==> src/hw/rtl/ddo_pkg.sv <==
// ----------------------------------------------------------------------------
// ddo_pkg: shared types and constants for differential drive odometry
// Item structs, sequencer states, fixed-point constants and the CORDIC
// arctangent table in binary-angle units.
// ----------------------------------------------------------------------------
`timescale 1ns / 1ps

package ddo_pkg;

  localparam int CORDIC_STEPS = 24;
  localparam int CORDIC_IW    = $clog2(CORDIC_STEPS);

  localparam int MAC_AW     = 96;
  localparam int MAC_BW     = 32;
  localparam int MAC_PW     = MAC_AW + MAC_BW;
  localparam int MAC_CHUNKS = MAC_AW / MAC_BW;
  localparam int MAC_CW     = $clog2(MAC_CHUNKS);

  localparam int DIV_NW = 96;
  localparam int DIV_DW = 32;
  localparam int DIV_CW = $clog2(DIV_NW);

  localparam int CS_W = 34;  // CORDIC datapath width

  localparam logic [31:0] ANG_PER_RAD_TURN = 32'd683565276;
  localparam logic [31:0] GAIN_START       = 32'd652032874;
  localparam logic [31:0] VEL_SCALE        = 32'd1000;
  localparam logic [31:0] DPC_RESET        = 32'd2595000;
  localparam logic [23:0] TRACK_RESET      = 24'd38400;

  typedef enum logic {
    CFG_DIST_PER_COUNT = 1'b0,
    CFG_TRACK_WIDTH    = 1'b1
  } cfg_index_t;

  typedef struct packed {
    logic              command;
    logic signed [31:0] left_count;
    logic signed [31:0] right_count;
    logic [31:0]       reset_epoch;
    logic [31:0]       now_ms;
  } in_item_t;

  typedef struct packed {
    logic signed [47:0] forward_pos;
    logic signed [47:0] lateral_pos;
    logic signed [31:0] heading;
    logic signed [31:0] linear_velocity;
    logic signed [47:0] angular_velocity;
    logic signed [31:0] latched_left;
    logic signed [31:0] latched_right;
    logic [31:0]        latched_epoch;
    logic               initialized;
    logic               finite;
  } out_item_t;

  typedef enum logic [3:0] {
    ST_IDLE,
    ST_DECODE,
    ST_DIST_L,
    ST_DIST_R,
    ST_TURN_MUL,
    ST_TURN_DIV,
    ST_CORDIC,
    ST_FWD,
    ST_LAT,
    ST_POSE,
    ST_LIN_MUL,
    ST_LIN_DIV,
    ST_ANG_MUL,
    ST_ANG_DIV,
    ST_DONE
  } seq_state_t;

  function automatic logic [31:0] atan_angle(input logic [4:0] idx);
    logic [31:0] a;
    unique case (idx)
      5'd0:  a = 32'h20000000;
      5'd1:  a = 32'h12E4051E;
      5'd2:  a = 32'h09FB385B;
      5'd3:  a = 32'h051111D4;
      5'd4:  a = 32'h028B0D43;
      5'd5:  a = 32'h0145D7E1;
      5'd6:  a = 32'h00A2F61E;
      5'd7:  a = 32'h00517C55;
      5'd8:  a = 32'h0028BE53;
      5'd9:  a = 32'h00145F2F;
      5'd10: a = 32'h000A2F98;
      5'd11: a = 32'h000517CC;
      5'd12: a = 32'h00028BE6;
      5'd13: a = 32'h000145F3;
      5'd14: a = 32'h0000A2FA;
      5'd15: a = 32'h0000517D;
      5'd16: a = 32'h000028BE;
      5'd17: a = 32'h0000145F;
      5'd18: a = 32'h00000A30;
      5'd19: a = 32'h00000518;
      5'd20: a = 32'h0000028C;
      5'd21: a = 32'h00000146;
      5'd22: a = 32'h000000A3;
      5'd23: a = 32'h00000051;
      5'd24: a = 32'h00000029;
      5'd25: a = 32'h00000014;
      5'd26: a = 32'h0000000A;
      5'd27: a = 32'h00000005;
      5'd28: a = 32'h00000003;
      5'd29: a = 32'h00000001;
      5'd30: a = 32'h00000001;
      5'd31: a = 32'h00000000;
      default: a = 32'h00000000;
    endcase
    return a;
  endfunction

endpackage

==> src/hw/rtl/ddo_mac.sv <==
// ----------------------------------------------------------------------------
// ddo_mac: chunked multiplier
// Multiplies a 96-bit operand by a 32-bit operand one 32-bit chunk per cycle
// through a single 32x32 multiplier, most significant chunk first.
// ----------------------------------------------------------------------------
`timescale 1ns / 1ps

module ddo_mac (
  input  logic                        clk,
  input  logic                        rst_n,
  input  logic                        start,
  input  logic [ddo_pkg::MAC_AW-1:0]  a,
  input  logic [ddo_pkg::MAC_BW-1:0]  b,
  output logic                        done,
  output logic [ddo_pkg::MAC_PW-1:0]  p
);
  import ddo_pkg::*;

  logic [MAC_AW-1:0] a_r;
  logic [MAC_BW-1:0] b_r;
  logic [MAC_PW-1:0] p_r;
  logic [MAC_CW-1:0] cnt_r;
  logic              busy_r;
  logic              done_r;
  logic [2*MAC_BW-1:0] part;

  assign part = (2*MAC_BW)'(a_r[MAC_AW-1 -: MAC_BW]) * (2*MAC_BW)'(b_r);

  always_ff @(posedge clk) begin
    if (!rst_n) begin
      busy_r <= 1'b0;
      done_r <= 1'b0;
      cnt_r  <= '0;
    end else begin
      done_r <= 1'b0;
      if (start) begin
        busy_r <= 1'b1;
        cnt_r  <= '0;
      end else if (busy_r) begin
        cnt_r <= cnt_r + 1'b1;
        if (cnt_r == MAC_CW'(MAC_CHUNKS - 1)) begin
          busy_r <= 1'b0;
          done_r <= 1'b1;
        end
      end
    end
  end

  always_ff @(posedge clk) begin
    if (start) begin
      a_r <= a;
      b_r <= b;
      p_r <= '0;
    end else if (busy_r) begin
      p_r <= (p_r << MAC_BW) + MAC_PW'(part);
      a_r <= a_r << MAC_BW;
    end
  end

  assign done = done_r;
  assign p    = p_r;

endmodule

==> config.mk <==
export PLATFORM = sky130hd
export DESIGN_NAME = ddo_mac
export DESIGN_NICKNAME = d
export VERILOG_FILES = /design/src/hw/rtl/ddo_pkg.sv /design/src/hw/rtl/ddo_mac.sv
export SDC_FILE = /design/constraint.sdc
export NUM_CORES = 2
export LEC_CHECK = 0
export ABC_AREA = 1
export BUFFER_PORTS_ARGS = -buffer_cell sky130_fd_sc_hd__buf_2
export CORE_ASPECT_RATIO = 0.75
export CORE_MARGIN = 2
export CORE_UTILIZATION = 65
export CTS_CLUSTER_SIZE = 8
export DETAILED_ROUTE_END_ITERATION = 16
export PLACE_DENSITY = 0.84
export SLEW_MARGIN = 10
export SYNTH_ARGS = -nofsm -noshare
export SYNTH_HDL_FRONTEND = slang
export SYNTH_SLANG_ARGS = --single-unit
==> constraint.sdc <==
create_clock -name clk -period 18.1 [get_ports clk]
set_input_delay 0.905 -clock clk [delete_from_list [all_inputs] [get_ports clk]]
set_output_delay 0.905 -clock clk [all_outputs]
set_load 0.05 [all_outputs]
# After elaboration in Yosys (flattened, before gate mapping)
# Cells that the tools add are included.
# op_classes
addsub	2
n_mul	1
eq_ne	1
mux	6
bitwise	2
reduce_logical	3
# ops
op	count
96-bit 2-to-1 mux	2
128-bit by 64-bit adder with 128-bit output	1
32-bit by 32-bit multiplier with 64-bit output	1
1-bit 2-to-1 mux	4
3-bit OR reduction	1
2-bit by 1-bit adder with 2-bit output, second input constant	1
2-bit equality test, second input constant	1
1-bit NOT	2
2-bit nonzero test	1
2-bit OR reduction	1
# word_totals
regBits	260
in_bits	131
output_inout_bits	129
elab_cells	21

# Depth between registers and ports, before layout
# depth
word_depth	4
depth_mapped	37
depth_no_buf	36

# Worst setup path after synthesis
# No wires, ideal clock.
# synth_timing
kind	register to register
startpoint	register b_r[10]
endpoint	register p_r[117], in the netlist p[117]
setup_time_ns	0.118
arrival_time_ns	6.323
required_time_ns	17.982
slack_ns	11.660
path_stages_with_launch	32
n_path_buf	1
period_less_slack_ns	6.440
path_cell_list	edfxtp_1 clkbuf_1 nand2_1 inv_1 fa_1 inv_1 fa_1 inv_1 fa_1 inv_1 fa_1 inv_1 fa_1 fa_1 fa_1 inv_1 fa_1 inv_1 ha_1 nand2_1 nor2_1 inv_1 nor2_1 nand2_1 nor2_1 nand2_1 nand3_1 nand2_1 nand3_1 nand2_1 nor2_1 nor2_1
# synth_via
elab_chain_cells	2
# synth_lines
item	line_no	source
start: declaration	ddo_mac.sv:20	logic [MAC_BW-1:0] b_r;
start signal: assignment	ddo_mac.sv:52	b_r <= b;
32-bit by 32-bit multiplier with 64-bit output	ddo_mac.sv:27	assign part = (2*MAC_BW)'(a_r[MAC_AW-1 -: MAC_BW]) * (2*MAC_BW)'(b_r);
128-bit by 64-bit adder with 128-bit output	ddo_mac.sv:55	p_r <= (p_r << MAC_BW) + MAC_PW'(part);
end signal: assignment	ddo_mac.sv:55	
end: declaration	ddo_mac.sv:21	logic [MAC_PW-1:0] p_r;
# Every way passes these cells.
# A chain may end at the register's enable or synchronous reset.

# Worst setup path after layout
# layout_timing
startpoint	register a_r[71]
endpoint	register p_r[32], in the netlist p[32]
# layout_via
elab_chain_cells	2
# layout_lines
item	line_no	source
start: declaration	ddo_mac.sv:19	logic [MAC_AW-1:0] a_r;
start signal: assignment	ddo_mac.sv:56	a_r <= a_r << MAC_BW;
32-bit by 32-bit multiplier with 64-bit output	ddo_mac.sv:27	
128-bit by 64-bit adder with 128-bit output	ddo_mac.sv:55	
# Every way passes these cells.

==> run summary <==
Outcome = finished, final reports clean
Pins Over Slew Limit = 0
Die Width = 326 um
CP max FO = 32
Synth top area share = 36.9%
Syn Nets = 8249
Routed wire length per instance = 21.3 um
Gr usage total = 44.2%
Post-synth EDFFs = 128
Clk root buf = clkbuf_16
Clk sinks = 260
Cell row count = 88
Vias in the first global route = 44859
Total negative setup slack = 0 ns
Fmax = 127 MHz
Worst Setup End Kind = flop
Cell taking the most area after synthesis = fa_1
Crit start category = flop
Slew of the pin with the lowest slew margin = 1.39 ns
CP peak stage delay = 0.70 ns
Post-CTS Setup Inserts = 0
RSZ-0062 raised after global routing = no
Via Count = 44845
GR met2 Demand/Resource = 63.0%
Mapped cell area = 50500 um2
Most frequent cell after synthesis = nand2_1
H-tree levels = 2
Clk buf depth = 3
Synth top cells by count = nand2_1 (2113), inv_1 (2078), fa_1 (931)
Max Cap Viol = 0
Num CTS Buffers = 39
Largest net degree at the start of global routing = 83
YS warnings = 0
Grt met1 use = 64.0%
RD Place Congestion = 1.08
CP required = 18.62 ns
CTS clk-pin slew, worst paths = 0.06 ns
Layout area overhead = 6.74%
Syn avg cell area = 7.32 um2
Cts hold-fix bufs = 0
Port buffer count = 259
Normalized max-slew margin = 6.93%
Die Ht = 245 um
Synth Instances = 6900
Gr ovfl total = 0
Top_reg_cell synth = dfxtp_1
Layout cell share with drive strength beyond 1 = 6.85%
GR Util met3 = 14.5%
Crit path time final = 7.84 ns
Hold Vio Cnt, Final = 0
Pre-Repair DR Iteration Count = 9
Initial antenna violation count = 5
Period utilization = 43.3%
Worst-skew pair later-pin latency = 0.62 ns
WS Path Type = reg2reg
Most used cell, CP = fa_1
WL final = 172000 um
Worst EP arrival = 8.37 ns
CTS tree = done
Final #Nets = 8379
Unique masters post-synth = 45
Post_cts resized = 0
# DRC = 0
Initial Util = 65.6%
Yosys reg bits = 260
Final setup fails = 0
Grt peak-use layer = met1
First-pass GRT wire length = 264000 um
Die area = 80000 um2
Core area = 77000 um2
I/O pin total = 260
Initial drt markers = 5944
Min-delay worst type = in2reg
Routed vias/inst = 5.54
Antenna viol nets, final = 0
Slowest CP cell = xor2_1
Clock skew = 0.0513 ns
Sequential share of the synthesized area = 12.8%
Top cells by area, synth = fa_1 (37%), nand2_1 (16%), inv_1 (15%), edfxtp_1 (7.6%), ha_1 (7.1%)
Detailed Place HPWL = 142000 um
Asr flop ratio synth = 0%
==> final timing paths <==
kind            from       to  cells past startpoint  slack, ns
min            b[22]  b_r[22]                      1       0.46
max          a_r[71]    p[32]                     25      10.26
max reg2reg  a_r[71]    p[32]                     25      10.26
min reg2reg   p[116]   p[116]                      2       0.46
==> cells by family after synthesis <==
family / after synthesis / synth area share, %
and+or+nand+nor: 2751 / 21.9
buffers and inverters: 2338 / 17.4
adders and majority gates: 1218 / 44.0
AOI/OAI and AO/OA: 282 / 3.00
DFF: 260 / 12.8
xor gates and xnor gates: 51 / 0.884
==> state kept, by name (all words and copies together) (netlist names) <==
register / count
p: 128
a_r: 96
b_r: 32
cnt_r: 2
busy_r: 1
done: 1
==> through the flow <==
step | instances | cell area (um2) | utilization [%] | setup slack, ns | hold WS [ns]
global route | 8087 | 53900 | 70.0 | 9.84 | 0.443
detailed placement | 8024 | 52800 | 68.6 | 10.43 | 0.435
CTS | 8087 | 53900 | 70.0 | 10.41 | 0.439
finish | 8089 | 53900 | 70.1 | 10.26 | 0.455
floorplan | 6900 | 50500 | - | 11.66 | 0.487
global placement | 8024 | 52800 | 68.6 | 10.51 | 0.444
==> placed cells by master, fill, tap and decap left out, types with 7 or more instances in the layout <==
cell type and instances:
buf_2 258, clkbuf_16 39, ha_1 287, nand4_1 49, nor2_1 319, clkbuf_1 18
nand3_2 11, inv_2 13, edfxtp_1 128, buf_4 78, o21ai_0 107, nor3_1 31
nand3_1 135, nor4_1 7, o21ai_1 8, inv_1 2076, nand2_2 22, xnor2_1 8
fa_1 931, dfxtp_1 131, nand2_1 2113, xor2_1 43, a21oi_1 135, o21bai_1 12
nor2_2 24, nor3_2 13
==> layer usage <==
layer | share of wire (%) | routed length [um]
met5 | 0.033 | 56
met2 | 40 | 69700
met4 | 3.6 | 6250
met3 | 16 | 27900
met1 | 40 | 68400
==> area by class of cell <==
class                   count  area [um2]
flip-flops and latches    260        6490
diodes                      2        5.00
repair buffers            337        1890
clock inverters             3        55.1
multi-input cells        4302       35300
well taps                1035        1290
clock buffers              60        1080
fillers                  6225       23000
inverters                2090        7850
==> worst max-delay path, delay by kind of cell, from the launching register on <==
kind / cells / cell delay, ns
buffers and inverters: 7 / 0.79
adders and majority gates: 9 / 4.55
DFF: 1 / 0.32
AOI/OAI and AO/OA: 1 / 0.17
and+or+nand+nor: 7 / 1.23
xor gates and xnor gates: 1 / 0.70
Power is not shown: default switching activity piles up to over one toggle a cycle in this logic, so the estimate is an artifact.
