===== src/hw/rtl/ddo_pkg.sv =====
// ----------------------------------------------------------------------------
// ddo_pkg: shared types and constants for differential drive odometry
// Item structs, sequencer states, fixed-point constants and the CORDIC
// arctangent table in binary-angle units.
// ----------------------------------------------------------------------------
`timescale 1ns / 1ps

package ddo_pkg;

  localparam int CORDIC_STEPS = 24;
  localparam int CORDIC_IW    = $clog2(CORDIC_STEPS);

  localparam int MAC_AW     = 96;
  localparam int MAC_BW     = 32;
  localparam int MAC_PW     = MAC_AW + MAC_BW;
  localparam int MAC_CHUNKS = MAC_AW / MAC_BW;
  localparam int MAC_CW     = $clog2(MAC_CHUNKS);

  localparam int DIV_NW = 96;
  localparam int DIV_DW = 32;
  localparam int DIV_CW = $clog2(DIV_NW);

  localparam int CS_W = 34;  // CORDIC datapath width

  localparam logic [31:0] ANG_PER_RAD_TURN = 32'd683565276;
  localparam logic [31:0] GAIN_START       = 32'd652032874;
  localparam logic [31:0] VEL_SCALE        = 32'd1000;
  localparam logic [31:0] DPC_RESET        = 32'd2595000;
  localparam logic [23:0] TRACK_RESET      = 24'd38400;

  typedef enum logic {
    CFG_DIST_PER_COUNT = 1'b0,
    CFG_TRACK_WIDTH    = 1'b1
  } cfg_index_t;

  typedef struct packed {
    logic              command;
    logic signed [31:0] left_count;
    logic signed [31:0] right_count;
    logic [31:0]       reset_epoch;
    logic [31:0]       now_ms;
  } in_item_t;

  typedef struct packed {
    logic signed [47:0] forward_pos;
    logic signed [47:0] lateral_pos;
    logic signed [31:0] heading;
    logic signed [31:0] linear_velocity;
    logic signed [47:0] angular_velocity;
    logic signed [31:0] latched_left;
    logic signed [31:0] latched_right;
    logic [31:0]        latched_epoch;
    logic               initialized;
    logic               finite;
  } out_item_t;

  typedef enum logic [3:0] {
    ST_IDLE,
    ST_DECODE,
    ST_DIST_L,
    ST_DIST_R,
    ST_TURN_MUL,
    ST_TURN_DIV,
    ST_CORDIC,
    ST_FWD,
    ST_LAT,
    ST_POSE,
    ST_LIN_MUL,
    ST_LIN_DIV,
    ST_ANG_MUL,
    ST_ANG_DIV,
    ST_DONE
  } seq_state_t;

  function automatic logic [31:0] atan_angle(input logic [4:0] idx);
    logic [31:0] a;
    unique case (idx)
      5'd0:  a = 32'h20000000;
      5'd1:  a = 32'h12E4051E;
      5'd2:  a = 32'h09FB385B;
      5'd3:  a = 32'h051111D4;
      5'd4:  a = 32'h028B0D43;
      5'd5:  a = 32'h0145D7E1;
      5'd6:  a = 32'h00A2F61E;
      5'd7:  a = 32'h00517C55;
      5'd8:  a = 32'h0028BE53;
      5'd9:  a = 32'h00145F2F;
      5'd10: a = 32'h000A2F98;
      5'd11: a = 32'h000517CC;
      5'd12: a = 32'h00028BE6;
      5'd13: a = 32'h000145F3;
      5'd14: a = 32'h0000A2FA;
      5'd15: a = 32'h0000517D;
      5'd16: a = 32'h000028BE;
      5'd17: a = 32'h0000145F;
      5'd18: a = 32'h00000A30;
      5'd19: a = 32'h00000518;
      5'd20: a = 32'h0000028C;
      5'd21: a = 32'h00000146;
      5'd22: a = 32'h000000A3;
      5'd23: a = 32'h00000051;
      5'd24: a = 32'h00000029;
      5'd25: a = 32'h00000014;
      5'd26: a = 32'h0000000A;
      5'd27: a = 32'h00000005;
      5'd28: a = 32'h00000003;
      5'd29: a = 32'h00000001;
      5'd30: a = 32'h00000001;
      5'd31: a = 32'h00000000;
      default: a = 32'h00000000;
    endcase
    return a;
  endfunction

endpackage


===== src/hw/rtl/ddo_div.sv =====
// ----------------------------------------------------------------------------
// ddo_div: restoring divider with round-half-up quotient
// One quotient bit per cycle; the quotient rounds up when twice the
// remainder reaches the divisor.
// ----------------------------------------------------------------------------
`timescale 1ns / 1ps

module ddo_div (
  input  logic                        clk,
  input  logic                        rst_n,
  input  logic                        start,
  input  logic [ddo_pkg::DIV_NW-1:0]  n,
  input  logic [ddo_pkg::DIV_DW-1:0]  d,
  output logic                        done,
  output logic [ddo_pkg::DIV_NW-1:0]  q
);
  import ddo_pkg::*;

  logic [DIV_NW-1:0] n_r;
  logic [DIV_DW-1:0] d_r;
  logic [DIV_DW-1:0] r_r;
  logic [DIV_CW-1:0] cnt_r;
  logic              busy_r;
  logic              done_r;
  logic [DIV_DW:0]   r_sh;
  logic              ge;
  logic              rnd;

  assign r_sh = {r_r, n_r[DIV_NW-1]};
  assign ge   = (r_sh >= {1'b0, d_r});
  assign rnd  = ({r_r, 1'b0} >= {1'b0, d_r});

  always_ff @(posedge clk) begin
    if (!rst_n) begin
      busy_r <= 1'b0;
      done_r <= 1'b0;
      cnt_r  <= '0;
    end else begin
      done_r <= 1'b0;
      if (start) begin
        busy_r <= 1'b1;
        cnt_r  <= '0;
      end else if (busy_r) begin
        cnt_r <= cnt_r + 1'b1;
        if (cnt_r == DIV_CW'(DIV_NW - 1)) begin
          busy_r <= 1'b0;
          done_r <= 1'b1;
        end
      end
    end
  end

  always_ff @(posedge clk) begin
    if (start) begin
      n_r <= n;
      d_r <= d;
      r_r <= '0;
    end else if (busy_r) begin
      r_r <= ge ? DIV_DW'(r_sh - {1'b0, d_r}) : r_sh[DIV_DW-1:0];
      n_r <= {n_r[DIV_NW-2:0], ge};
    end
  end

  assign done = done_r;
  assign q    = n_r + DIV_NW'(rnd);

endmodule


===== config.mk =====
export PLATFORM = sky130hd
export DESIGN_NAME = ddo_div
export DESIGN_NICKNAME = d
export VERILOG_FILES = /design/src/hw/rtl/ddo_pkg.sv /design/src/hw/rtl/ddo_div.sv
export SDC_FILE = /design/constraint.sdc
export NUM_CORES = 1
export LEC_CHECK = 0
export ABC_AREA = 1
export BUFFER_PORTS_ARGS = -buffer_cell sky130_fd_sc_hd__buf_2
export CORE_MARGIN = 2
export CORE_UTILIZATION = 50
export CTS_CLUSTER_DIAMETER = 100
export DETAILED_ROUTE_END_ITERATION = 7
export PLACE_DENSITY = 0.83
export SYNTH_ARGS = -nofsm -noshare
export SYNTH_HDL_FRONTEND = slang
export SYNTH_SLANG_ARGS = --single-unit
export TNS_END_PERCENT = 20

===== constraint.sdc =====
create_clock -name clk -period 10.9 [get_ports clk]
set_input_delay 2.18 -clock clk [delete_from_list [all_inputs] [get_ports clk]]
set_output_delay 2.18 -clock clk [all_outputs]
set_load 0.02 [all_outputs]

Word-level counts from Yosys, hierarchy flattened
Cells that the tools add are included.
{"block": "totals", "register_bits": 169, "wordCells": 24}
{"block": "classes", "n_addsub": 3, "n_lt_le_gt_ge": 2, "n_eq_ne": 1, "n_mux": 7, "bitwise": 2, "reduce_logical": 3}
{"operator": "$mux 96", "n": 2}
{"operator": "$add 96x1->96", "n": 1}
{"operator": "$ge 33x32->1", "n": 2}
{"operator": "$mux 32", "n": 1}
{"operator": "$sub 32x32->32", "n": 1}
{"operator": "$add 7x1->7 const B", "n": 1}
{"operator": "$eq 7x7->1 const B", "n": 1}
{"operator": "$mux 1", "n": 4}
{"operator": "$reduce_or 3->1", "n": 1}
{"operator": "$not 1->1", "n": 2}
{"operator": "$reduce_bool 2->1", "n": 1}
{"operator": "$reduce_or 2->1", "n": 1}

Depth between registers and ports, before layout
{"block": "logic_depth", "depth_word": 4, "ltp_mapped": 24}

Worst setup path after synthesis
OpenSTA, ideal clock, no wires.
{"block": "synth_path", "kind": "input to register", "from": "input start", "to": "register n_r[0] (enable)", "t_arrival_ns": 5.401, "required_time_ns": 10.404, "path_slack_ns": 5.003, "path_stages": 4, "path_buffers": 2, "cell_sequence": "clkbuf_1 > nor2_1 > inv_1 > clkbuf_1"}
{"block": "synth_via", "elab_chain_cells": 1}
{"item": "start: declaration", "line": "ddo_div.sv:11", "rtl": "input logic start,"}
{"item": "$reduce_bool 2->1 (no source line)"}
{"item": "end signal: assignment", "line": "ddo_div.sv:55", "rtl": "n_r <= n;"}
{"item": "end signal: assignment", "line": "ddo_div.sv:60", "rtl": "n_r <= {n_r[DIV_NW-2:0], ge};"}
{"item": "end: declaration", "line": "ddo_div.sv:19", "rtl": "logic [DIV_NW-1:0] n_r;"}
Every way passes these cells.
A chain may end at the register's enable or synchronous reset.

Worst setup path in the final report
{"block": "layout_path", "from": "register d_r[6]", "to": "output q[62] (netlist name)"}
{"block": "layout_via", "elab_chain_cells": 2}
{"item": "start: declaration", "line": "ddo_div.sv:20", "rtl": "logic [DIV_DW-1:0] d_r;"}
{"item": "start signal: assignment", "line": "ddo_div.sv:56", "rtl": "d_r <= d;"}
{"item": "$ge 33x32->1", "line": "ddo_div.sv:31", "rtl": "assign rnd = ({r_r, 1'b0} >= {1'b0, d_r});"}
{"item": "$add 96x1->96", "line": "ddo_div.sv:65", "rtl": "assign q = n_r + DIV_NW'(rnd);"}
{"item": "end: declaration", "line": "ddo_div.sv:15", "rtl": "output logic [ddo_pkg::DIV_NW-1:0] q"}
Every way passes these cells.

==> summary.txt <==
Final layout
  – Synth-to-layout area growth: 15.7%
  – Total inserted antenna cells: 0
  – Share of layout cells above drive strength 1: 15.3%
  – Final core occ: between 50% and 60%
  – Nets: between 2000 and 2500
  – Layout Cells excl Fill: roughly 2400

Setup path
  – CP arrival: approximately 4.7 ns
  – Required @ worst endpoint: slightly below 9 ns
  – Crit. End Element: output pin
  – CP Max Fanout: 28
  – CP Class: reg2out
  – Type of origin of the critical path: flip-flop

Global routing
  – Initial antenna violation count: 0
  – Global-route wire length before repair: around 67000 microns
  – GRT overflow: 0
  – Met1 usage: about 45%
  – Most Crowded Layer GR: met2
  – GRT met3 Usage: under 10%
  – Vias in the first global route: between 10000 and 15000
  – Largest net degree at the start of global routing: 115
  – Gr usage total: between 30% and 40%
  – Met2 usage: a little over half

Logic synthesis
  – Syn Inst Count: 1876
  – Unique masters post-synth: 43
  – Post-synthesis sequential area ratio: 36.4%
  – Yosys reg bits: 169
  – Mean Syn Cell Area: ~6.8 sq um
  – Synth warn: 0
  – Synth Cell Area: ~13000 sq um
  – Syn_nets: 2043

Route
  – Via count: ~13000
  – Total routed wirelength: approximately 45000 microns
  – DRC Markers: 0
  – Via/cell ratio: 5.49
  – Final ANT Viol Nets: 0
  – Avg WL per Cell: roughly 19 microns
  – Pre-antenna DRT Iters: 6
  – Initial DRC count: just under 2000

Floorplan
  – Chip Height: roughly 160 microns
  – Core area: 25200 sq um
  – Rows: slightly below 60
  – Top Ports: 228
  – Die width: between 150 and 200 microns
  – Initial Util: about half
  – Full die area: 26900 sq um

Flow run
  – Max Cap Viol: 0

STA
  – Crit share post-route: a little over three fifths
  – Hold_ws: about 0.47 ns
  – Relative slew slack: 18.1%
  – Fin. Hold Viols: 0
  – Max-slew violations: 0
  – Unrepaired setup endpoints after global routing: no
  – Setup TNS: 0 ns
  – Max frequency: roughly 140 MHz
  – Post-Route Skew: 0.0150 ns
  – Slew at the pin with the worst max-slew slack: ~1.2 ns
  – Minimum clock period: 6.90 ns
  – Final WS setup: ~4.0 ns
  – Final setup viols: 0

Clocking
  – Total CTS buffers: 17
  – Root Buffer: clkbuf_16
  – TritonCTS Sinks: 169
  – Clock Latency Late Sink: 0.44 ns
  – Post-CTS resize count: 0
  – Post-CTS Hold Buffers: 0
  – Clock Path Buffers: 2
  – Setup Buffers After CTS: 0
  – Max H-tree Level: 4
  – TritonCTS clock tree: done
  – Clock Pin Slew Worst Setup and Hold Paths: roughly 0.08 ns

Power and ir drop
  – Max VDD drop: about 0.074 mV
  – Leakage: 0.00712 uW
  – P per Cell Area: 119 nW/um^2

Placed design
  – RePlAce Congestion: approximately 1.0
  – I/O Buffers: 227
  – Hpwl dp: 35800 microns
  – Inst Count DP: approximately 2400
  – Pre-CTS setup slack: 4.58 ns

Run status
  – Status: completed

Worst hold path
  – Worst Hold Class: reg2reg
report_power, final:
part / total (uW) / leakage [uW] / internal (uW) / switching, uW
Combinational: 328 / 0.00520 / 100 / 228
Clock: 635 / 0.000290 / 338 / 297
Sequential: 800 / 0.00163 / 753 / 46.7
layer usage:
metal	wire (microns)	part of all wire [%]
met4	1480	3.3
met3	4410	9.8
met2	20300	45
met5	0	0
met1	18900	42
Yosys cell counts, drive strengths merged:
cell / number / area (sq um)
xnor2: 13 / 114
o211ai: 1 / 7.51
nand3: 138 / 766
and2: 9 / 56.3
o21bai: 2 / 18.8
a21o: 1 / 7.51
nor3: 69 / 375
dfxtp: 41 / 821
a31oi: 1 / 6.26
clkbuf: 31 / 116
nand2: 607 / 2300
nand4: 66 / 413
buf: 8 / 62.6
xor2: 90 / 788
or2: 2 / 12.5
nor3b: 3 / 22.5
o21ai: 93 / 465
inv: 327 / 1230
nor2: 176 / 732
fa: 1 / 20.0
a211oi: 1 / 7.51
nand3b: 2 / 15.0
nor4: 7 / 58.8
edfxtp: 128 / 3840
clkinv: 1 / 3.75
a21oi: 23 / 126
ha: 35 / 438
layout make-up:
cell class / count / area, sq um
clock buffers: 18 / 450
clock inverters: 14 / 153
fillers: 2395 / 10300
inverters: 328 / 1230
multi-input cells: 1340 / 6750
flip-flops and latches: 169 / 4660
well taps: 330 / 413
repair buffers: 231 / 1170
worst paths after layout:
kind	slack, ns	from	cells past startpoint	endpoint
worst min register to register	0.47	cnt_r[6]	2	cnt_r[6]
worst min-delay path	0.47	cnt_r[6]	2	cnt_r[6]
worst max register to register	7.24	d_r[28]	11	r_r[23]
worst max-delay path	4.00	d_r[6]	20	q[62]
cell families (layout without fill, tap and decap cells):
group / Yosys count / after routing / share of synthesized area [%]
flip-flops: 169 / 169 / 36.4
AND/OR/NAND/NOR: 1079 / 1079 / 37.0
XOR/XNOR: 103 / 103 / 7.04
adder cells (fa/ha/maj): 36 / 36 / 3.57
buffers and inverters: 367 / 591 / 11.0
AO/OA/AOI/OAI: 122 / 122 / 4.99
flip-flops by register name, indices dropped and copies added, names as in the netlist:
register / flops
n_r: 96
d_r: 32
r_r: 32
cnt_r: 7
busy_r: 1
done: 1
placed cells by master (no fill, tap or decap), drive strengths merged, types with 2 or more instances in the layout:
cell and count:
clkinvlp 2, inv 334, xor2 90, dfxtp 41, nor2 176, o21ai 93
buf 231, a21oi 23, nand4 66, nor3 69, clkinv 5, clkbuf 18
nand3 138, edfxtp 128, nor3b 3, nand2 607, nand3b 2, o21bai 2
and2 9, ha 35, xnor2 13, nor4 7, or2 2
metrics by stage:
stage	area, sq um	power (uW)
finish	14800	1760
global route	14800	1820
CTS	14800	1760
detailed placement	14200	1130
global placement	14200	1130
floorplan	12800	1000
worst max-delay path, stage by stage, from the launching register on:
cell      delay, ns
edfxtp_1       0.33
inv_1          0.05
ha_1           0.34
nand2_1        0.15
nor2_1         0.18
nand2_1        0.10
nand2_1        0.07
nand2_1        0.07
nand2_1        0.08
nand2_2        0.38
o211ai_1       0.28
ha_1           0.29
ha_1           0.30
nand3_4        0.13
nor2_4         0.17
inv_2          0.09
nor2_1         0.47
nand2_1        0.19
nor2_1         0.24
xor2_1         0.16
buf_2          0.18
Note: power is estimated with default switching activity, not from simulation.
