**src/hw/rtl/ddo_pkg.sv**
```systemverilog
// ----------------------------------------------------------------------------
// ddo_pkg: shared types and constants for differential drive odometry
// Item structs, sequencer states, fixed-point constants and the CORDIC
// arctangent table in binary-angle units.
// ----------------------------------------------------------------------------
`timescale 1ns / 1ps

package ddo_pkg;

  localparam int CORDIC_STEPS = 24;
  localparam int CORDIC_IW    = $clog2(CORDIC_STEPS);

  localparam int MAC_AW     = 96;
  localparam int MAC_BW     = 32;
  localparam int MAC_PW     = MAC_AW + MAC_BW;
  localparam int MAC_CHUNKS = MAC_AW / MAC_BW;
  localparam int MAC_CW     = $clog2(MAC_CHUNKS);

  localparam int DIV_NW = 96;
  localparam int DIV_DW = 32;
  localparam int DIV_CW = $clog2(DIV_NW);

  localparam int CS_W = 34;  // CORDIC datapath width

  localparam logic [31:0] ANG_PER_RAD_TURN = 32'd683565276;
  localparam logic [31:0] GAIN_START       = 32'd652032874;
  localparam logic [31:0] VEL_SCALE        = 32'd1000;
  localparam logic [31:0] DPC_RESET        = 32'd2595000;
  localparam logic [23:0] TRACK_RESET      = 24'd38400;

  typedef enum logic {
    CFG_DIST_PER_COUNT = 1'b0,
    CFG_TRACK_WIDTH    = 1'b1
  } cfg_index_t;

  typedef struct packed {
    logic              command;
    logic signed [31:0] left_count;
    logic signed [31:0] right_count;
    logic [31:0]       reset_epoch;
    logic [31:0]       now_ms;
  } in_item_t;

  typedef struct packed {
    logic signed [47:0] forward_pos;
    logic signed [47:0] lateral_pos;
    logic signed [31:0] heading;
    logic signed [31:0] linear_velocity;
    logic signed [47:0] angular_velocity;
    logic signed [31:0] latched_left;
    logic signed [31:0] latched_right;
    logic [31:0]        latched_epoch;
    logic               initialized;
    logic               finite;
  } out_item_t;

  typedef enum logic [3:0] {
    ST_IDLE,
    ST_DECODE,
    ST_DIST_L,
    ST_DIST_R,
    ST_TURN_MUL,
    ST_TURN_DIV,
    ST_CORDIC,
    ST_FWD,
    ST_LAT,
    ST_POSE,
    ST_LIN_MUL,
    ST_LIN_DIV,
    ST_ANG_MUL,
    ST_ANG_DIV,
    ST_DONE
  } seq_state_t;

  function automatic logic [31:0] atan_angle(input logic [4:0] idx);
    logic [31:0] a;
    unique case (idx)
      5'd0:  a = 32'h20000000;
      5'd1:  a = 32'h12E4051E;
      5'd2:  a = 32'h09FB385B;
      5'd3:  a = 32'h051111D4;
      5'd4:  a = 32'h028B0D43;
      5'd5:  a = 32'h0145D7E1;
      5'd6:  a = 32'h00A2F61E;
      5'd7:  a = 32'h00517C55;
      5'd8:  a = 32'h0028BE53;
      5'd9:  a = 32'h00145F2F;
      5'd10: a = 32'h000A2F98;
      5'd11: a = 32'h000517CC;
      5'd12: a = 32'h00028BE6;
      5'd13: a = 32'h000145F3;
      5'd14: a = 32'h0000A2FA;
      5'd15: a = 32'h0000517D;
      5'd16: a = 32'h000028BE;
      5'd17: a = 32'h0000145F;
      5'd18: a = 32'h00000A30;
      5'd19: a = 32'h00000518;
      5'd20: a = 32'h0000028C;
      5'd21: a = 32'h00000146;
      5'd22: a = 32'h000000A3;
      5'd23: a = 32'h00000051;
      5'd24: a = 32'h00000029;
      5'd25: a = 32'h00000014;
      5'd26: a = 32'h0000000A;
      5'd27: a = 32'h00000005;
      5'd28: a = 32'h00000003;
      5'd29: a = 32'h00000001;
      5'd30: a = 32'h00000001;
      5'd31: a = 32'h00000000;
      default: a = 32'h00000000;
    endcase
    return a;
  endfunction

endpackage

```
**src/hw/rtl/ddo_cordic.sv**
```systemverilog
// ----------------------------------------------------------------------------
// ddo_cordic: iterative CORDIC sine and cosine
// Folds the angle by half a turn into the right half plane, then runs one
// rotation step per cycle in Q30.
// ----------------------------------------------------------------------------
`timescale 1ns / 1ps

module ddo_cordic (
  input  logic                             clk,
  input  logic                             rst_n,
  input  logic                             start,
  input  logic [31:0]                      angle,
  output logic                             done,
  output logic signed [ddo_pkg::CS_W-1:0]  cos_val,
  output logic signed [ddo_pkg::CS_W-1:0]  sin_val
);
  import ddo_pkg::*;

  logic signed [CS_W-1:0] x_r, y_r, z_r;
  logic signed [CS_W-1:0] dx, dy;
  logic [CS_W-1:0]        at;
  logic [CORDIC_IW-1:0]   cnt_r;
  logic                   busy_r;
  logic                   done_r;
  logic                   flip_r;
  logic                   flip;
  logic [31:0]            ang_f;

  assign flip  = angle[31] ^ angle[30];
  assign ang_f = flip ? (angle ^ 32'h8000_0000) : angle;
  assign dx    = y_r >>> cnt_r;
  assign dy    = x_r >>> cnt_r;
  assign at    = CS_W'(atan_angle(5'(cnt_r)));

  always_ff @(posedge clk) begin
    if (!rst_n) begin
      busy_r <= 1'b0;
      done_r <= 1'b0;
      cnt_r  <= '0;
    end else begin
      done_r <= 1'b0;
      if (start) begin
        busy_r <= 1'b1;
        cnt_r  <= '0;
      end else if (busy_r) begin
        cnt_r <= cnt_r + 1'b1;
        if (cnt_r == CORDIC_IW'(CORDIC_STEPS - 1)) begin
          busy_r <= 1'b0;
          done_r <= 1'b1;
        end
      end
    end
  end

  always_ff @(posedge clk) begin
    if (start) begin
      flip_r <= flip;
      x_r    <= CS_W'(GAIN_START);
      y_r    <= '0;
      z_r    <= {{(CS_W-32){ang_f[31]}}, ang_f};
    end else if (busy_r) begin
      // rotate toward zero residual angle
      if (!z_r[CS_W-1]) begin
        x_r <= x_r - dx;
        y_r <= y_r + dy;
        z_r <= z_r - signed'(at);
      end else begin
        x_r <= x_r + dx;
        y_r <= y_r - dy;
        z_r <= z_r + signed'(at);
      end
    end
  end

  assign done    = done_r;
  assign cos_val = flip_r ? -x_r : x_r;
  assign sin_val = flip_r ? -y_r : y_r;

endmodule

```
**config.mk**
```make
export PLATFORM = sky130hd
export DESIGN_NAME = ddo_cordic
export DESIGN_NICKNAME = d
export VERILOG_FILES = /design/src/hw/rtl/ddo_pkg.sv /design/src/hw/rtl/ddo_cordic.sv
export SDC_FILE = /design/constraint.sdc
export NUM_CORES = 1
export LEC_CHECK = 0
export ABC_CLOCK_PERIOD_IN_PS = 7500
export BUFFER_PORTS_ARGS = -buffer_cell sky130_fd_sc_hd__buf_2
export CAP_MARGIN = 40
export CORE_AREA = 2 2 123 244
export CTS_BUF_LIST = sky130_fd_sc_hd__clkbuf_8
export DETAILED_ROUTE_END_ITERATION = 12
export DIE_AREA = 0 0 125 246
export PLACE_DENSITY = 0.83
export SLEW_MARGIN = 0
export SYNTH_ARGS = -nofsm -noshare
export SYNTH_HDL_FRONTEND = slang
export SYNTH_SLANG_ARGS = --single-unit
```
**constraint.sdc**
```tcl
create_clock -name clk -period 7.5 [get_ports clk]
set_input_delay 0 -clock clk [delete_from_list [all_inputs] [get_ports clk]]
set_output_delay 0 -clock clk [all_outputs]
set_load 0.05 [all_outputs]
```
After elaboration in Yosys (flattened, before gate mapping)
Memories as Yosys holds them, arrays and structs flattened. A register that Yosys moved wholly into a read port is not among the register bits. Cells that the tools add are included.

Add/subtract/negate cells: 9. Equality and inequality tests: 1. Shift operators: 2. Multiplexer cells: 14. Bitwise operators: 4. Reductions and logical operators: 3.

Operators by type and width (number): $mux W34 (7); $add A34 B34 Y34 (2); $neg A34 Y34 (2); $sshr A34 B5 Y34 (2); $sub A34 B34 Y34 (2); $add A34 B33 Y34 (1); $sub A34 B33 Y34 (1); $mux W32 (1); $mux W5 (2); $add A5 B1 Y5 const B (1); $eq A5 B5 Y1 const B (1); $mux W1 (4); $not A1 Y1 (3); $reduce_or A3 Y1 (1); $reduce_bool A2 Y1 (1); $reduce_or A2 Y1 (1); $xor A1 B1 Y1 (1).

Bits in registers: 110. Memory bits (read-only): 960. Input bits: 35. Word-level logic and storage cells: 41. Memories: 1.

Memory list: (name not given) (words 32, width 30, read ports 1, clocked after memory_dff 1, wr ports 0, RTL line ddo_pkg.sv:77) `unique case (idx)`.

Longest topological paths before layout
Gate-level depths: netlist of run 1.

Word-level depth: 4. Mapped depth: 28.

Worst setup path before layout of run 1
OpenSTA, ideal clock, no wires.

Kind: reg-to-reg. Start: register cnt_r[1]. End: register x_r[33]. Library setup time: 0.123 ns. Data arrival time: 5.380 ns. Required time: 7.377 ns. Path slack: 1.997 ns. Stages on the path, launching flop included: 27. Buffers on the path: 5. Clock period less this slack: 5.503 ns. Cell sequence: dfxtp_1 > buf_6 > buf_6 > buf_4 > clkbuf_1 > mux4_2 > a22o_1 > a21oi_1 > o21a_1 > ha_1 > inv_1 > nor4_2 > and3_1 > buf_2 > a21oi_1 > xor2_1 > a21boi_0 > ha_1 > and3_1 > a31oi_1 > nand3_1 > o21ai_0 > a21o_1 > a21oi_1 > or3b_2 > mux2i_1 > mux2_1.

Longest elaborated chain between the ends: 3.

Ends and longest elaborated chain: from (decl) (RTL line ddo_cordic.sv:22) `logic [CORDIC_IW-1:0] cnt_r;`; from (signal assigned) (RTL line ddo_cordic.sv:46) `cnt_r <= cnt_r + 1'b1;`; $sshr A34 B5 Y34 * (RTL line ddo_cordic.sv:31) `assign dx = y_r >>> cnt_r;`; $sub A34 B34 Y34 / $add A34 B34 Y34 (equally long branches) (RTL line ddo_cordic.sv:64, ddo_cordic.sv:68); $mux W34 * (RTL line ddo_cordic.sv:63) `if (!z_r[CS_W-1]) begin`; to (signal assigned) (RTL line ddo_cordic.sv:58) `x_r <= CS_W'(GAIN_START);`; to (signal assigned) (RTL line ddo_cordic.sv:64) `x_r <= x_r - dx;`; to (signal assigned) (RTL line ddo_cordic.sv:68) `x_r <= x_r + dx;`; to (decl) (RTL line ddo_cordic.sv:19) `logic signed [CS_W-1:0] x_r, y_r, z_r;`.

Mark *: on every way between the ends. The rest lies on a longest branch, timed or not. A chain may end at the register's enable or synchronous reset.

Worst setup path in the final report of run 1
Start: register cnt_r[0]. End: register x_r[33].

Same word-level chain as after synthesis.

==> metrics.csv, run 1 <==
metric,value,unit
Slowest cell on crit path,dfxtp_4,
final antenna-violating net count,0,
Worst slew margin,38.8,%
part of the cycle the worst path needs,97.5,%
Gate power share,76.7,%
post-synthesis sequential area ratio,17.1,%
most frequent cells in the layout,"nand2_1, nor2_1, a21oi_1",
Die H,246,um
clock slew at reported path FFs,110,ps
Worst EP arrival,7730,ps
vias,19500,
max-cap viol count,0,
Ports,104,
min Tclk post-route,7320,ps
DR vias/cell,7.17,
Synth Warn #,0,
power share of the clock group,7.0,%
top cell type's share of synthesized area,11.4,%
Routed wire per std cell,27.2,um
Leak Pwr,8.44,nW
syn_nets,2449,
startpoint types,flop,
Setup TNS,0,ps
synthesized instance count,2299,
CP Data Required Time,7920,ps
synth top area cells,"dfxtp_1, mux4_2, ha_1, xnor2_1, edfxtp_1",
core area,28800,um2
Critical Path Fanout Max,43,
die width,125,um
RSZ-0062 raised after global routing,false,
GRT Util Overall,47.2,%
first-pass GRT wire length,111,mm
Reg2Reg Launch Point,cnt_r[0]$_SDFFE_PP0P_,
routability cong.,1.05,
vias in the first global route,19400,
CTS root buf,clkbuf_8,
Synth area leader,dfxtp_1,
sequential power share,16.3,%
Worst Setup SP,cnt_r[0]$_SDFFE_PP0P_,
syn_area_per_cell,8.03,um2
FF-to-FF path depth,21,
Internal,4.03,mW
worst-path cell chain,buf_4 -> mux4_2 -> o21ai_0 -> a21oi_1 -> o21ai_0 -> nand3_1 -> or4_1 -> nor2_2 -> nand2_1 -> a31oi_1 -> o22ai_1 -> ha_1 -> and3_1 -> a31oi_1 -> nand3_1 -> o21ai_0 -> a21o_1 -> a21oi_1 -> or3b_2 -> mux2i_1 -> mux2_1,
# clock sinks,140,
Hold Crit Start,angle[15],
status,completed,
most frequent CP cell,o21ai_0,
TritonCTS clock tree,done,
Initial Util,64.0,%
pwr/cell area,473,nW/um2
Crit path largest cell delay,790,ps
switching power share of the total,57.1,%
buffers added on ports,103,
"Hold Vio Cnt, Final",0,
Max clock buf depth,2,
Layout Area Growth over Synthesis,7.72,%
"Top FF cell, synth",dfxtp_1,
Final Max Tran Viols,0,
largest net degree at the start of global routing,81,
"leading cell type in the layout, fill and taps excluded",nand2_1,
initial antenna violation count,3,
Worst R2R Setup Slack,180,ps
final setup vio count,0,
Max IR drop VDD,0.000343,V
reg2reg end,x_r[33]$_SDFFE_PP0P_,
Remaining DRCs,0,
synthesized cell area,18500,um2
hold slack,288,ps
Max H-tree Level,4,
layout filler cell count,2345,
Hold Crit Class,input pin to flop,
Slew @ Worst Pin,908,ps
Std-Cell Rows,88,
DRT iter0 DRCs,1636,
"FF+latch count, synth",140,
grt ovf,0,
async set-or-reset flop fraction in the synthesized netlist,0,%
clock skew,23.2,ps
clock latency on the worst-skew pair,530,ps
total CTS buffers,17,
drt pass-1 iters,6,
hpwl dp,54.0,mm
critical path type,flop to flop,
fmax,0.137,GHz
total routed wirelength,73.8,mm
Final #Nets,2489,
Post-synth EDFFs,35,
endpoint class of the critical path,flop,
Net Sw Power,5.38,mW
layout cells sized above 1,14.4,%
Final Power,9.41,mW
crit path capture,x_r[33]$_SDFFE_PP0P_,
Die Area,30800,um2
Cell variety after synth,100,
state kept, by name, indices dropped and copies added (netlist names):
name and flops:
x_r 34, y_r 34, z_r 34, at 30, cnt_r 5, busy_r 1
done 1, flip_r 1
logic make-up (layout without fill, tap and decap cells):
| group | Yosys count | count (layout) | share of synthesized area, % |
|---|---|---|---|
| AND/OR/NAND/NOR | 705 | 705 | 18.5 |
| AO/OA/AOI/OAI | 662 | 662 | 23.4 |
| buffers and inverters | 243 | 296 | 5.52 |
| XOR/XNOR | 234 | 234 | 11.1 |
| multiplexers | 200 | 200 | 16.5 |
| flip-flops | 140 | 140 | 17.1 |
| adder cells (fa/ha/maj) | 115 | 115 | 7.91 |
| other | 0 | 2 | 0 |
critical path: cells and delay by family (launching register included):
kind | cells | cell delay (ps)
buffers and inverters | 1 | 370
adder cells (fa/ha/maj) | 1 | 350
AND/OR/NAND/NOR | 7 | 2250
flip-flops | 1 | 790
multiplexers | 3 | 1100
AO/OA/AOI/OAI | 9 | 2300
metrics by stage:
step,std cells,setup WS [ps],cell area [um2],util (%)
floorplan,2299,2000,18500,-
global placement,2640,617,19100,66.2
detailed placement,2642,535,19100,66.3
CTS,2709,507,19900,68.8
global route,2713,33.9,19900,68.9
finish,2714,184,19900,69.0
power groups by stage:
stage	combinational [mW]	sequential [mW]	clock [mW]
3_3_place_gp	6.80	1.50	0
4_1_cts	7.01	1.49	0.653
2_1_floorplan	5.63	1.13	0
5_1_grt	7.75	1.53	0.680
6_report	7.22	1.53	0.659
3_5_place_dp	6.97	1.50	0
layer usage:
layer,GRT usage [%],up-vias,share of wire [%]
met5,0,-,0
met4,49.4,0,13
met3,11.4,518,7.8
met2,83.5,1195,50
met1,41.7,9186,29
li1,-,8562,-
final cells by class:
cell class,count,area [um2],area share [%]
diodes,2,5.00,0.0252
clock buffers,18,248,1.25
repair buffers,192,1310,6.60
clock inverters,14,130,0.654
well taps,360,450,2.26
flip-flops and latches,140,3170,15.9
inverters,72,270,1.36
multi-input cells,1916,14300,71.9
synth_stat cells (15+ instances only):
cell type	instances
o21a_1	19
nand2_1	244
mux2_2	32
buf_2	23
and3_1	25
nand2b_1	27
a21oi_1	160
a31oi_1	48
a22o_1	16
o31ai_1	24
edfxtp_1	35
and2_1	18
inv_1	68
a21o_1	57
xor2_1	94
o22ai_1	17
dfxtp_1	105
mux4_2	72
nor2b_1	24
o211ai_1	20
buf_1	17
ha_1	112
or3_1	24
o21bai_1	15
mux2i_1	88
a211oi_1	23
clkbuf_1	119
nand3_1	42
nor2_1	178
o21ai_0	148
xnor2_1	140
nor3_1	35
worst min-delay path by stage:
stage | to | slack, ps | cells past startpoint
floorplan | flip_r$_DFFE_PP_ | 110 | 0
global placement | z_r[4]$_DFFE_PP_ | 270 | 3
detailed placement | busy_r$_SDFF_PN0_ | 270 | 2
CTS | busy_r$_SDFF_PN0_ | 270 | 3
global route | z_r[11]$_DFFE_PP_ | 290 | 4
finish | z_r[15]$_DFFE_PP_ | 290 | 4
what timing repair did:
| action | in CTS | in global routing |
|---|---|---|
| resized for setup | 0 | 0 |
| setup endpoints to repair | 0 | 1 |
| hold buffers | 35 | 0 |
| buffers inserted | 0 | 1 |
| endpoints found under the hold margin | 61 | 0 |
(Power assumes the default switching activity.)
==> run 2, diff against run 1 <==
- CORE_AREA: 2 2 123 244 -> 2 2 155 309
- DIE_AREA: 0 0 125 246 -> 0 0 157 311
- PLACE_DENSITY: 0.83 -> 0.59
==> run 2 against run 1 <==
Net effect: sequential share of layout area shrank 0.20 points; largest cell class unchanged; non-clock buffer count shrank 17; combinational power shrank 6.0%; global-route usage shrank 23 points; highest routed layer unchanged; sequential power shrank 3%; clock skew grew 18 ps; core utilization shrank 26 points; wire length shrank 19%; first-iteration DRC count shrank 14%; critical path depth shrank 1.
==> metrics.csv, run 2 (synthesis results as in run 1) <==
metric,value,unit,change
grt ovf,0,,unchanged
Crit path largest cell delay,860,ps,was 790 ps
Leak Pwr,8.39,nW,was 8.44 nW
setup repair bufs after CTS,0,,unchanged
total CTS buffers,17,,unchanged
Worst slew margin,39.1,%,was 38.8%
pwr/cell area,446,nW/um2,was 473 nW/um2
buffers added on ports,103,,unchanged
"Hold Vio Cnt, Final",0,,unchanged
CP Data Required Time,7900,ps,was 7920 ps
initial antenna violation count,1,,was 3
drt pass-1 iters,9,,was 6
endpoint class of the critical path,flop,,unchanged
vias in the first global route,16900,,was 19400
Ports,104,,unchanged
RSZ-0062 raised after global routing,false,,unchanged
"leading cell type in the layout, fill and taps excluded",nand2_1,,unchanged
routability cong.,0.960,,was 1.05
TritonCTS clock tree,done,,unchanged
first-pass GRT wire length,95.2,mm,was 111 mm
Setup TNS,0,ps,unchanged
most frequent cells in the layout,"nand2_1, nor2_1, a21oi_1",,unchanged
DRT iter0 DRCs,1409,,was 1636
Max H-tree Level,4,,unchanged
layout filler cell count,4771,,was 2345
clock slew at reported path FFs,100,ps,was 110 ps
worst-path cell chain,buf_12 -> mux4_1 -> mux2_2 -> o2bb2ai_1 -> a211oi_1 -> nand3_1 -> or2_2 -> nor2_1 -> nor2_1 -> xnor2_1 -> ha_1 -> nor2b_1 -> o21ai_0 -> a21bo_2 -> nand3_1 -> a41o_1 -> a21o_1 -> a21o_1 -> a211o_1 -> a32o_1,,was buf_4 -> mux4_2 -> o21ai_0 -> a21oi_1 -> o21ai_0 -> nand3_1 -> or4_1 -> nor2_2 -> nand2_1 -> a31oi_1 -> o22ai_1 -> ha_1 -> and3_1 -> a31oi_1 -> nand3_1 -> o21ai_0 -> a21o_1 -> a21oi_1 -> or3b_2 -> mux2i_1 -> mux2_1
Worst R2R Setup Slack,720,ps,was 180 ps
hold slack,287,ps,was 288 ps
total routed wirelength,60.0,mm,was 73.8 mm
Layout Area Growth over Synthesis,9.14,%,was 7.72%
Final Max Tran Viols,0,,unchanged
layout cells sized above 1,13.9,%,was 14.4%
Remaining DRCs,0,,unchanged
Finished Layout Cells,2963,,was 2714
Slowest cell on crit path,dfxtp_4,,unchanged
fin util,43.5,%,was 69.0%
vias,17700,,was 19500
Max IR drop VDD,0.000250,V,was 0.000343 V
Initial Util,39.8,%,was 64.0%
die width,157,um,was 125 um
Hold Crit Class,input pin to flop,,unchanged
max-cap viol count,0,,unchanged
Max clock buf depth,2,,unchanged
Final #Nets,2472,,was 2489
largest net degree at the start of global routing,74,,was 81
Final Power,8.99,mW,was 9.41 mW
startpoint types,flop,,unchanged
final antenna-violating net count,0,,unchanged
core area,46400,um2,was 28800 um2
GRT Util Overall,24.5,%,was 47.2%
clock skew,40.7,ps,was 23.2 ps
status,completed,,unchanged
Routed wire per std cell,20.3,um,was 27.2 um
Die Area,48800,um2,was 30800 um2
DR vias/cell,5.96,,was 7.17
Die H,311,um,was 246 um
Top Registers,"x_r: 34 flops, y_r: 34 flops, z_r: 34 flops",,unchanged
# clock sinks,140,,unchanged
min Tclk post-route,6780,ps,was 7320 ps
fmax,0.147,GHz,was 0.137 GHz
CTS root buf,clkbuf_8,,unchanged
placed insts,2895,,was 2642
Critical Path Fanout Max,53,,was 43
critical path type,flop to flop,,unchanged
Slew @ Worst Pin,909,ps,was 908 ps
clock latency on the worst-skew pair,540,ps,was 530 ps
part of the cycle the worst path needs,90.4,%,was 97.5%
Std-Cell Rows,112,,was 88
final setup vio count,0,,unchanged
Worst EP arrival,7180,ps,was 7730 ps
hpwl dp,44.8,mm,was 54.0 mm
-- run 2: changes by cell type in the layout (fill, tap and decap cells not counted), moves of 2 or more --
cell       before  now
clkinv_4        3    1
bufinv_16       0    3
inv_8           3    1
buf_2         104  102
buf_4          49   35
inv_6           4    6
-- run 2: final cells by class --
type	count	area, um2	area share [%]
well taps	627	785	3.89
flip-flops and latches	140	3170	15.7
repair buffers	175	1190	5.89
multi-input cells	1916	14300	71.0
clock inverters	14	181	0.900
inverters	72	270	1.34
diodes	1	2.50	0.0124
clock buffers	18	248	1.23
-- run 2: repair_timing --
item                                    CTS  global route
hold buffers                             35             0
resized for setup                         0             0
endpoints found under the hold margin    39             0
endpoints found under the setup margin    0             0
-- run 2: through the flow --
stage / area, um2 / setup WS (ps)
global route: 20200 / 122
CTS: 20200 / 697
global placement: 19300 / 782
floorplan: 18500 / 2000
detailed placement: 19400 / 713
finish: 20200 / 718
-- run 2: per-layer routing --
metal  track usage (%)  vias up  share of wire [%]
met5                 0        -                  0
met4              9.70        0                3.5
met3              3.16      122                5.6
met2              41.2      645                 48
met1              31.6     8365                 42
li1                  -     8542                  -
-- run 2: path summary, 6_finish.rpt --
check / from / to / cells past startpoint
setup / recovery: cnt_r[1]$_SDFFE_PP0P_ / y_r[18]$_SDFFE_PP0P_ / 20
hold / removal: angle[13] / z_r[13]$_DFFE_PP_ / 4
setup reg to reg: cnt_r[1]$_SDFFE_PP0P_ / y_r[18]$_SDFFE_PP0P_ / 20
hold reg to reg: x_r[0]$_SDFFE_PP0P_ / x_r[0]$_SDFFE_PP0P_ / 2
-- run 2: critical path: cells and delay by family (launching register included) --
kind / cells / cell delay [ps]
flip-flops: 1 / 860
AND/OR/NAND/NOR: 6 / 1230
multiplexers: 2 / 940
adder cells (fa/ha/maj): 1 / 340
AO/OA/AOI/OAI: 9 / 2740
buffers and inverters: 1 / 350
XOR/XNOR: 1 / 170
-- run 2: power breakdown --
part           switching (mW)  internal, mW
combinational            4.04          2.74
sequential              0.487          1.00
clock                   0.369         0.345
total                    4.90          4.09
==> run 3, diff against run 2 <==
- ABC_CLOCK_PERIOD_IN_PS: 7500 -> 8100
- BUFFER_PORTS_ARGS: -buffer_cell sky130_fd_sc_hd__buf_2 -> -buffer_cell sky130_fd_sc_hd__buf_4
- clock period: 7.5 -> 8.1 ns (I/O delays scaled with it)
==> run 3 against run 2 <==
Net effect: sequential power shrank 7%; highest routed layer unchanged; clock power fell by 15%; largest cell class unchanged; flip-flop and latch count is the same; critical path type unchanged.
==> metrics.csv, run 3 (synthesis results as in run 1) <==
metric,value,unit,change
status,completed,,unchanged
Max IR drop VDD,0.000323,V,was 0.000250 V
critical path type,flop to flop,,unchanged
die width,157,um,unchanged
Crit path depth,20,,unchanged
CP top delay family,simple AND/OR/NAND/NOR gates,,was compound AO/OA/AOI/OAI gates
hold bufs inserted after CTS,35,,unchanged
Slowest cell on crit path,dfxtp_4,,unchanged
routability cong.,0.944,,was 0.960
final antenna-violating net count,0,,unchanged
Place WS,1380,ps,was 713 ps
clock skew,37.5,ps,was 40.7 ps
Setup WS post-layout,1290,ps,was 718 ps
part of the cycle the worst path needs,84.1,%,was 90.4%
CP Data Required Time,8530,ps,was 7900 ps
Hold Crit Class,input pin to flop,,unchanged
final setup vio count,0,,unchanged
most frequent cells in the layout,"nand2_1, nor2_1, a21oi_1",,unchanged
clock latency on the worst-skew pair,530,ps,was 540 ps
Max H-tree Level,4,,unchanged
buffers added on ports,103,,unchanged
CTS root buf,clkbuf_8,,unchanged
hpwl dp,44.4,mm,was 44.8 mm
register area,3170,um2,unchanged
clock slew at reported path FFs,120,ps,was 100 ps
Ports,104,,unchanged
fmax,0.147,GHz,about the same
hold path depth,3,,was 4
vias,17700,,about the same
multi-input combinational cell area,14300,um2,about the same
Final Max Tran Viols,0,,unchanged
max-cap viol count,0,,unchanged
largest net degree at the start of global routing,110,,was 74
"Hold Vio Cnt, Final",0,,unchanged
Std-Cell Rows,112,,unchanged
DR vias/cell,5.99,,was 5.96
placed insts,2885,,was 2895
TritonCTS clock tree,done,,unchanged
Finished Layout Cells,2954,,was 2963
GRT Util Overall,24.2,%,was 24.5%
Layout Area Growth over Synthesis,9.95,%,was 9.14%
Placement Cell Area,19600,um2,was 19400 um2
Worst slew margin,43.0,%,was 39.1%
vias in the first global route,16700,,was 16900
Slew @ Worst Pin,854,ps,was 909 ps
Die H,311,um,unchanged
pwr/cell area,413,nW/um2,was 446 nW/um2
Final #Nets,2463,,was 2472
worst-path cell chain,buf_4 -> mux2_2 -> mux2_2 -> a211o_1 -> a221oi_1 -> nor4b_2 -> nor4bb_1 -> a31oi_1 -> xnor2_1 -> ha_1 -> nand4_1 -> nor3_1 -> nand3_1 -> a21oi_1 -> o31ai_1 -> o211ai_1 -> a31oi_1 -> and4b_1 -> mux2i_1 -> nand4_1,,was buf_12 -> mux4_1 -> mux2_2 -> o2bb2ai_1 -> a211oi_1 -> nand3_1 -> or2_2 -> nor2_1 -> nor2_1 -> xnor2_1 -> ha_1 -> nor2b_1 -> o21ai_0 -> a21bo_2 -> nand3_1 -> a41o_1 -> a21o_1 -> a21o_1 -> a211o_1 -> a32o_1
Leak Pwr,8.42,nW,was 8.39 nW
initial antenna violation count,1,,unchanged
first-pass GRT wire length,94.3,mm,was 95.2 mm
FF-to-FF path depth,20,,unchanged
Die Area,48800,um2,unchanged
RSZ-0062 raised after global routing,false,,unchanged
startpoint types,flop,,unchanged
Initial Util,39.8,%,unchanged
"leading cell type in the layout, fill and taps excluded",nand2_1,,unchanged
Setup TNS,0,ps,unchanged
# clock sinks,140,,unchanged
Crit path largest cell delay,730,ps,was 860 ps
DRT iter0 DRCs,1376,,was 1409
Remaining DRCs,0,,unchanged
layout filler cell count,4737,,was 4771
grt ovf,0,,unchanged
Top Registers,"x_r: 34 flops, y_r: 34 flops, z_r: 34 flops",,unchanged
WP buf/inv,1,,unchanged
Routed wire per std cell,20.2,um,was 20.3 um
Critical Path Fanout Max,38,,was 53
min Tclk post-route,6810,ps,was 6780 ps
Worst EP arrival,7240,ps,was 7180 ps
Max clock buf depth,2,,unchanged
Resize count post-CTS,0,,unchanged
drt pass-1 iters,6,,was 9
layout cells sized above 1,13.5,%,was 13.9%
core area,46400,um2,unchanged
design area,20300,um2,was 20200 um2
endpoint class of the critical path,flop,,unchanged
total CTS buffers,17,,unchanged
setup repair bufs after CTS,0,,unchanged
total routed wirelength,59.6,mm,was 60.0 mm
-- run 3: cell types whose count changed in the layout (fill, tap and decap cells not counted), moves of 3 or more --
cell,previous run,this run
buf_4,35,127
clkinv_2,0,3
inv_6,6,2
clkinv_4,1,4
buf_2,102,1
-- run 3: worst register-to-register path, delay by kind of cell (launching register included) --
kind	cells	cell delay, ps
AO/OA/AOI/OAI	7	1850
XOR/XNOR	1	170
adder cells (fa/ha/maj)	1	390
buffers and inverters	1	600
flip-flops	1	730
multiplexers	3	860
AND/OR/NAND/NOR	7	2130
-- run 3: worst paths after layout --
path                    startpoint                     to  slack [ps]
max          cnt_r[0]$_SDFFE_PP0P_   y_r[33]$_SDFFE_PP0P_        1290
min reg2reg  cnt_r[1]$_SDFFE_PP0P_  cnt_r[1]$_SDFFE_PP0P_         580
min                          rst_n      busy_r$_SDFF_PN0_         270
max reg2reg  cnt_r[0]$_SDFFE_PP0P_   y_r[33]$_SDFFE_PP0P_        1290
-- run 3: stage by stage --
step / hold WS [ps] / power (mW) / util [%]
CTS: 245 / 8.37 / 43.8
detailed placement: 239 / 7.71 / 42.2
finish: 269 / 8.39 / 43.8
floorplan: 112 / 6.25 / -
global route: 269 / 9.08 / 43.8
global placement: 232 / 7.69 / 42.0
-- run 3: metal layers --
metal,GRT usage (%),share of wire (%),up-vias,wire [um]
met5,0,0,-,0
met1,32.2,43,8381,25700
met4,10.2,4.0,0,2390
met3,2.27,5.3,114,3170
li1,-,-,8513,-
met2,39.9,48,675,28400
-- run 3: final cells by class --
cell class	instances	share of cell area [%]
antenna	1	0.0123
clock buffer	17	1.15
clock inverter	15	0.739
inverter	72	1.33
multi-input combinational	1916	70.5
sequential	140	15.6
tap	627	3.86
timing repair buffer	166	6.82
-- run 3: report_power, final --
part	leakage, nW	internal (mW)	switching (mW)
combinational	7.00	2.65	3.74
sequential	1.22	0.928	0.463
clock	0.199	0.272	0.336
